**src/hdl/iifc_pkg.sv**
```systemverilog
package iifc_pkg;

  localparam logic DirIbmToIeee = 1'b0;
  localparam logic DirIeeeToIbm = 1'b1;

  typedef struct packed {
    logic [31:0] word;
    logic        ovf;
    logic        unf;
  } conv_res_t;

  // Position of the highest set bit of a 24-bit value (0 when zero).
  function automatic logic [4:0] lead_one24(input logic [23:0] v);
    logic [4:0] p;
    p = 5'd0;
    for (int i = 0; i < 24; i++) begin
      if (v[i]) begin
        p = 5'(i);
      end
    end
    return p;
  endfunction

endpackage

```
**src/hdl/iifc_ibm2ieee.sv**
```systemverilog
module iifc_ibm2ieee
  import iifc_pkg::*;
(
  input  logic [31:0] w_i,
  output conv_res_t   res_o
);

  logic        sign;
  logic [6:0]  e;
  logic [23:0] f;
  logic [4:0]  p;
  logic signed [10:0] biased;
  logic signed [10:0] k;
  logic [5:0]  r;
  logic [47:0] fext;
  logic [47:0] mask;
  logic [47:0] rem;
  logic [47:0] half;
  logic [31:0] q;
  logic [23:0] shl;

  always_comb begin
    sign   = w_i[31];
    e      = w_i[30:24];
    f      = w_i[23:0];
    p      = lead_one24(f);
    biased = 11'(p) + 11'(e) * 11'sd4 - 11'sd153;
    k      = 11'(e) * 11'sd4 - 11'sd131;
    r      = 6'(-k);
    fext   = {24'd0, f};
    mask   = (48'd1 << r) - 48'd1;
    rem    = fext & mask;
    half   = 48'd1 << (r - 6'd1);
    shl    = f << (5'd23 - p);
    q      = 32'd0;
    if (k >= 0) begin
      q = 32'(fext << k[5:0]);
    end else if (k >= -11'sd24) begin
      q = 32'(fext >> r);
      if (rem > half || (rem == half && q[0])) begin
        q = q + 32'd1;
      end
    end
    res_o.ovf  = 1'b0;
    res_o.unf  = 1'b0;
    res_o.word = {sign, 31'd0};
    if (f == 24'd0) begin
      res_o.word = {sign, 31'd0};
    end else if (biased >= 11'sd255) begin
      res_o.word = {sign, 8'hff, 23'd0};
      res_o.ovf  = 1'b1;
    end else if (biased >= 11'sd1) begin
      res_o.word = {sign, biased[7:0], shl[22:0]};
    end else begin
      res_o.word = {sign, q[30:0]};
      res_o.unf  = (q[30:23] == 8'd0);
    end
  end

endmodule

```
**src/hdl/iifc_ieee2ibm.sv**
```systemverilog
module iifc_ieee2ibm
  import iifc_pkg::*;
(
  input  logic [31:0] w_i,
  output conv_res_t   res_o
);

  logic        sign;
  logic [7:0]  ex;
  logic [22:0] mant;
  logic [23:0] m;
  logic signed [9:0] e2;
  logic signed [9:0] b;
  logic signed [9:0] x;
  logic signed [9:0] s;
  logic [23:0] frac;
  logic [9:0]  bsum;
  logic [6:0]  xe;

  always_comb begin
    sign = w_i[31];
    ex   = w_i[30:23];
    mant = w_i[22:0];
    if (ex == 8'd0) begin
      m  = {1'b0, mant};
      e2 = -10'sd149;
    end else begin
      m  = {1'b1, mant};
      e2 = 10'(ex) - 10'sd150;
    end
    b    = 10'(lead_one24(m)) + e2;
    bsum = 10'(b + 10'sd152);
    x    = 10'({2'b00, bsum[9:2]}) - 10'sd37;
    s    = e2 - (x <<< 2) + 10'sd24;
    if (s >= 0) begin
      frac = m << s[4:0];
    end else begin
      frac = m >> 5'(-s);
    end
    xe = 7'(x + 10'sd64);
    res_o.ovf  = 1'b0;
    res_o.unf  = 1'b0;
    if (ex == 8'hff) begin
      res_o.word = (mant != 23'd0) ? 32'd0 : {sign, 31'h7fffffff};
      res_o.ovf  = (mant == 23'd0);
    end else if (ex == 8'd0 && mant == 23'd0) begin
      res_o.word = 32'd0;
    end else begin
      res_o.word = {sign, xe, frac};
    end
  end

endmodule

```
**src/hdl/ibm_ieee_float_converter_core.sv**
```systemverilog
// Items pass through an input register and then a result register.
// Throughput: one item per cycle while the result is not stalled; conversion is a single combinational pass.
// A new item is accepted while the input register is empty or moves on, so a
// stalled result stops the input only once both registers hold an item.
// Reset: asynchronous, active low; clears valids and sets direction to IBM to IEEE.
module ibm_ieee_float_converter_core
  import iifc_pkg::*;
(
  input  logic        clk_i,
  input  logic        rst_ni,
  input  logic        cfg_we_i,
  input  logic        cfg_wdata_i,
  input  logic        in_valid_i,
  output logic        in_stall_o,
  input  logic [31:0] source_word_i,
  input  logic        block_end_i,
  output logic        out_valid_o,
  input  logic        out_stall_i,
  output logic [31:0] converted_word_o,
  output logic        out_of_range_o,
  output logic        underflowed_o,
  output logic        block_end_out_o
);

  logic        dir_q;
  logic        v1_q;
  logic [31:0] w1_q;
  logic        be1_q;
  logic        v2_q;
  conv_res_t   r2_q;
  logic        be2_q;
  conv_res_t   ra, rb, rsel;
  logic        adv2, adv1;

  iifc_ibm2ieee u_i2e (.w_i(w1_q), .res_o(ra));
  iifc_ieee2ibm u_e2i (.w_i(w1_q), .res_o(rb));

  assign rsel       = (dir_q == DirIeeeToIbm) ? rb : ra;
  assign adv2       = !v2_q || !out_stall_i;
  assign adv1       = !v1_q || adv2;
  assign in_stall_o = !adv1;

  always_ff @(posedge clk_i or negedge rst_ni) begin
    if (!rst_ni) begin
      dir_q <= DirIbmToIeee;
      v1_q  <= 1'b0;
      v2_q  <= 1'b0;
    end else begin
      if (cfg_we_i) begin
        dir_q <= cfg_wdata_i;
      end
      if (adv1) begin
        v1_q <= in_valid_i;
      end
      if (adv2) begin
        v2_q <= v1_q;
      end
    end
  end

  always_ff @(posedge clk_i) begin
    if (adv1 && in_valid_i) begin
      w1_q  <= source_word_i;
      be1_q <= block_end_i;
    end
    if (adv2 && v1_q) begin
      r2_q  <= rsel;
      be2_q <= be1_q;
    end
  end

  assign out_valid_o      = v2_q;
  assign converted_word_o = r2_q.word;
  assign out_of_range_o   = r2_q.ovf;
  assign underflowed_o    = r2_q.unf;
  assign block_end_out_o  = be2_q;

endmodule

```
**config.mk**
```make
export PLATFORM = sky130hd
export DESIGN_NAME = ibm_ieee_float_converter_core
export DESIGN_NICKNAME = d
export VERILOG_FILES = /design/src/hdl/iifc_pkg.sv /design/src/hdl/iifc_ibm2ieee.sv /design/src/hdl/iifc_ieee2ibm.sv /design/src/hdl/ibm_ieee_float_converter_core.sv
export SDC_FILE = /design/constraint.sdc
export NUM_CORES = 1
export LEC_CHECK = 0
export BUFFER_PORTS_ARGS = -buffer_cell sky130_fd_sc_hd__buf_2
export CAP_MARGIN = 20
export CORE_UTILIZATION = 60
export DETAILED_ROUTE_END_ITERATION = 16
export HOLD_SLACK_MARGIN = 0.08
export PLACE_DENSITY_LB_ADDON = 0.2
export SLEW_MARGIN = 20
export SYNTH_ARGS = -nofsm -noshare
export SYNTH_HDL_FRONTEND = slang
export SYNTH_HIERARCHICAL = 1
export SYNTH_SLANG_ARGS = --single-unit
```
**constraint.sdc**
```tcl
create_clock -name clk_i -period 8.1 [get_ports clk_i]
set_clock_uncertainty 0.05 [all_clocks]
set_input_delay 1.215 -clock clk_i [delete_from_list [all_inputs] [get_ports clk_i]]
set_output_delay 1.215 -clock clk_i [all_outputs]
set_load 0.01 [all_outputs]
```
==> flow_summary.ini <==
[run_status]
status = finished, final reports clean

[timing]
relSlewSlack_pct = 26.57
setup_viol = 0
max_slew.worst_pin.slew_ns = 1.101
fin_crit_sh_pct = 93.02
finalMaxSlewViolations = 0
fin_crit_ns = 7.534
hold_viol_final = 0
fin_ws_ns = 0.5657
rsz0062_at_grt = no
totalNegativeSetupSlack_ns = 0
fmax_mhz = 132.7

[clock_network]
cts-root-buf = clkbuf_16
clkSinkCount = 71
cts_tree = built
ctsHoldBuffers = 0
htree_levels = 3
clock_latency_ns = 0.35
cts.path.max_buffers = 2
cts-buffers-inserted = 9
cts_resized = 0
clk_pin_slew_ns = 0.06
post-cts-setup-buffers = 0

[worst_setup_path]
path_max_fanout = 51
cp.arrival_ns = 7.58
reg2reg_from = w1_q[25]
critical_path.endpoint = converted_word_o[17]
startpoint = w1_q[25]
crit_type = register to register
rrSetupSlack_ns = 0.57
path_delay_family = compound AO/OA/AOI/OAI gates
cp_num_buf_inv = 3
cp.required_ns = 8.15
endpoint_kind = register
crit_cells = 26
max_stage_delay_ns = 0.57
cpMostUsedCell = ha_1
cp_slowest_cell = or4_4
worst-r2r-cell-count = 26
start_kind = register
r2r_end = converted_word_o[17]

[placed_design]
dpl_cell_area_mm2 = 0.01226
place_ws_ns = 0.6787
dp_cells = 1705
hpwl_um = 32740
gp_congestion = 1.040
io_buffers = 75

[layout]
layout-drive-gt1-share_pct = 19.29
antenna_cells = 0
nFillCells = 1647
final_common_cell = nand2_1
area_growth_pct = 7.427
finalNetCount = 1552
layout_common_cells = nand2_1 (156), nor2_1 (120), mux2i_1 (116)
final_area_mm2 = 0.01261
fin_cells = 1722

[synth]
syn_area_mm2 = 0.01174
ys_types = 101
syn_nets = 1529
syn_inst = 1434
synth-seq-cells = 71
synth_ff_type = edfxtp_1
synth_enable_flop_cells = 68
syn_avg_cell_area_um2 = 8.189
yosysSeqAreaShare_pct = 18.03
ys_warn_count = 6
async_flop_share_pct = 4.225

[drt]
route.detailed.drc = 0
vias = 12384
viasPerCell = 7.192
drt_iter0_markers = 1693
drtPass1Iterations = 8
wl_per_cell_um = 25.32
antenna_left = 0
wl_met2_um = 18570
met1_length_um = 16500
wl_met3_um = 6139
routed_wl_um = 43600
dr.max_layer_used = met5

[power]
leakagePower_nw = 5.226
power_density_mw_per_mm2 = 306.3
peakVddDrop_mv = 0.1822

[grt]
grt_pass1_wl_um = 65800
first_global_vias = 11174
grt-ovfl-total = 0
grt.total_usage_pct = 43.44
antenna_found_initial = 1
grt_max_degree = 52

[floorplan]
dieWidth_um = 141.9
start_util_pct = 61.95
dieArea_mm2 = 0.02013
pin_count = 76
die_y_um = 141.9
core_mm2 = 0.01896
row_count = 50

[run]
cap_viol_max_count = 0

[min_path]
min_path_type = register to register
hp-start = be1_q
Yosys cell counts, types with 11 or more instances:
library cell / n / area, um^2
or3_1: 14 / 87.58
a211oi_1: 11 / 82.58
nor2_1: 120 / 450.4
xor2_1: 22 / 192.7
a221oi_1: 18 / 157.7
clkbuf_1: 69 / 259.0
o21ai_0: 89 / 445.4
edfxtp_1: 68 / 2042
xnor2_1: 24 / 210.2
mux2_4: 34 / 510.5
mux2_2: 32 / 360.4
nand3_1: 36 / 180.2
nor2b_1: 14 / 87.58
nor4_1: 26 / 162.7
a31oi_1: 15 / 93.84
mux2i_1: 116 / 1161
nand2b_1: 15 / 93.84
nand2_1: 156 / 585.6
buf_2: 22 / 110.1
ha_1: 54 / 675.7
o22ai_1: 13 / 81.33
a21oi_1: 103 / 515.5
inv_1: 52 / 195.2
mux4_2: 24 / 540.5
nor3_1: 39 / 195.2
o211ai_1: 11 / 82.58
per-stage QoR:
stage | util, % | power [W] | hold WS, ns
final | 66.55 | 0.003864 | 0.3687
after global routing | 66.55 | 0.004074 | 0.3909
after CTS | 66.40 | 0.003789 | 0.3727
after detailed placement | 64.67 | 0.003336 | 0.3562
after global placement | 64.67 | 0.003302 | 0.3579
after floorplan | - | 0.002650 | 0.3503
registers in the layout (all words and copies together), names as in the netlist:
name,count
out_of_range_o,1
converted_word_o,32
v1_q,1
block_end_out_o,1
underflowed_o,1
out_valid_o,1
dir_q,1
w1_q,32
be1_q,1
logic make-up (layout without fill, tap and decap cells):
| group | count (synthesis) | count (layout) | share of synthesized area, % |
|---|---|---|---|
| simple gates | 488 | 488 | 20.89 |
| buf+inv | 171 | 199 | 6.841 |
| fa+ha+maj | 56 | 56 | 6.095 |
| compound gates | 394 | 394 | 22.63 |
| other cells | 1 | 1 | 0.03194 |
| xor+xnor | 47 | 47 | 3.570 |
| mux | 206 | 206 | 21.91 |
| flops | 71 | 71 | 18.03 |
report_power, final:
part           switching [W]  internal [W]  total (W)  leakage, nW
clock network       0.000168      0.000273   0.000441        0.161
logic                0.00164       0.00120    0.00284         4.37
registers          0.0000518      0.000529   0.000581        0.692
cell type report:
class / count / area (um^2) / share of cell area [%]
Sequential cell: 71 / 2118 / 16.79
Clock inverter: 7 / 103.9 / 0.8233
Inverter: 57 / 219.0 / 1.736
Timing Repair Buffer: 126 / 778.2 / 6.169
Tap cell: 260 / 325.3 / 2.579
Multi-Input combinational cell: 1192 / 8845 / 70.12
Clock buffer: 9 / 225.2 / 1.785
worst min path at each step:
stage,endpoint,slack [ns],cells past startpoint
floorplan,block_end_out_o,0.35,0
global placement,block_end_out_o,0.36,0
detailed placement,block_end_out_o,0.36,0
CTS,block_end_out_o,0.37,0
global route,block_end_out_o,0.39,0
finish,block_end_out_o,0.37,0
routing by layer:
metal / global-route usage, % / vias up
met5: 0 / -
met4: 19.30 / 2
met3: 15.12 / 222
met2: 67.15 / 969
met1: 54.59 / 5734
li1: - / 5457
(Power assumes the default switching activity.)
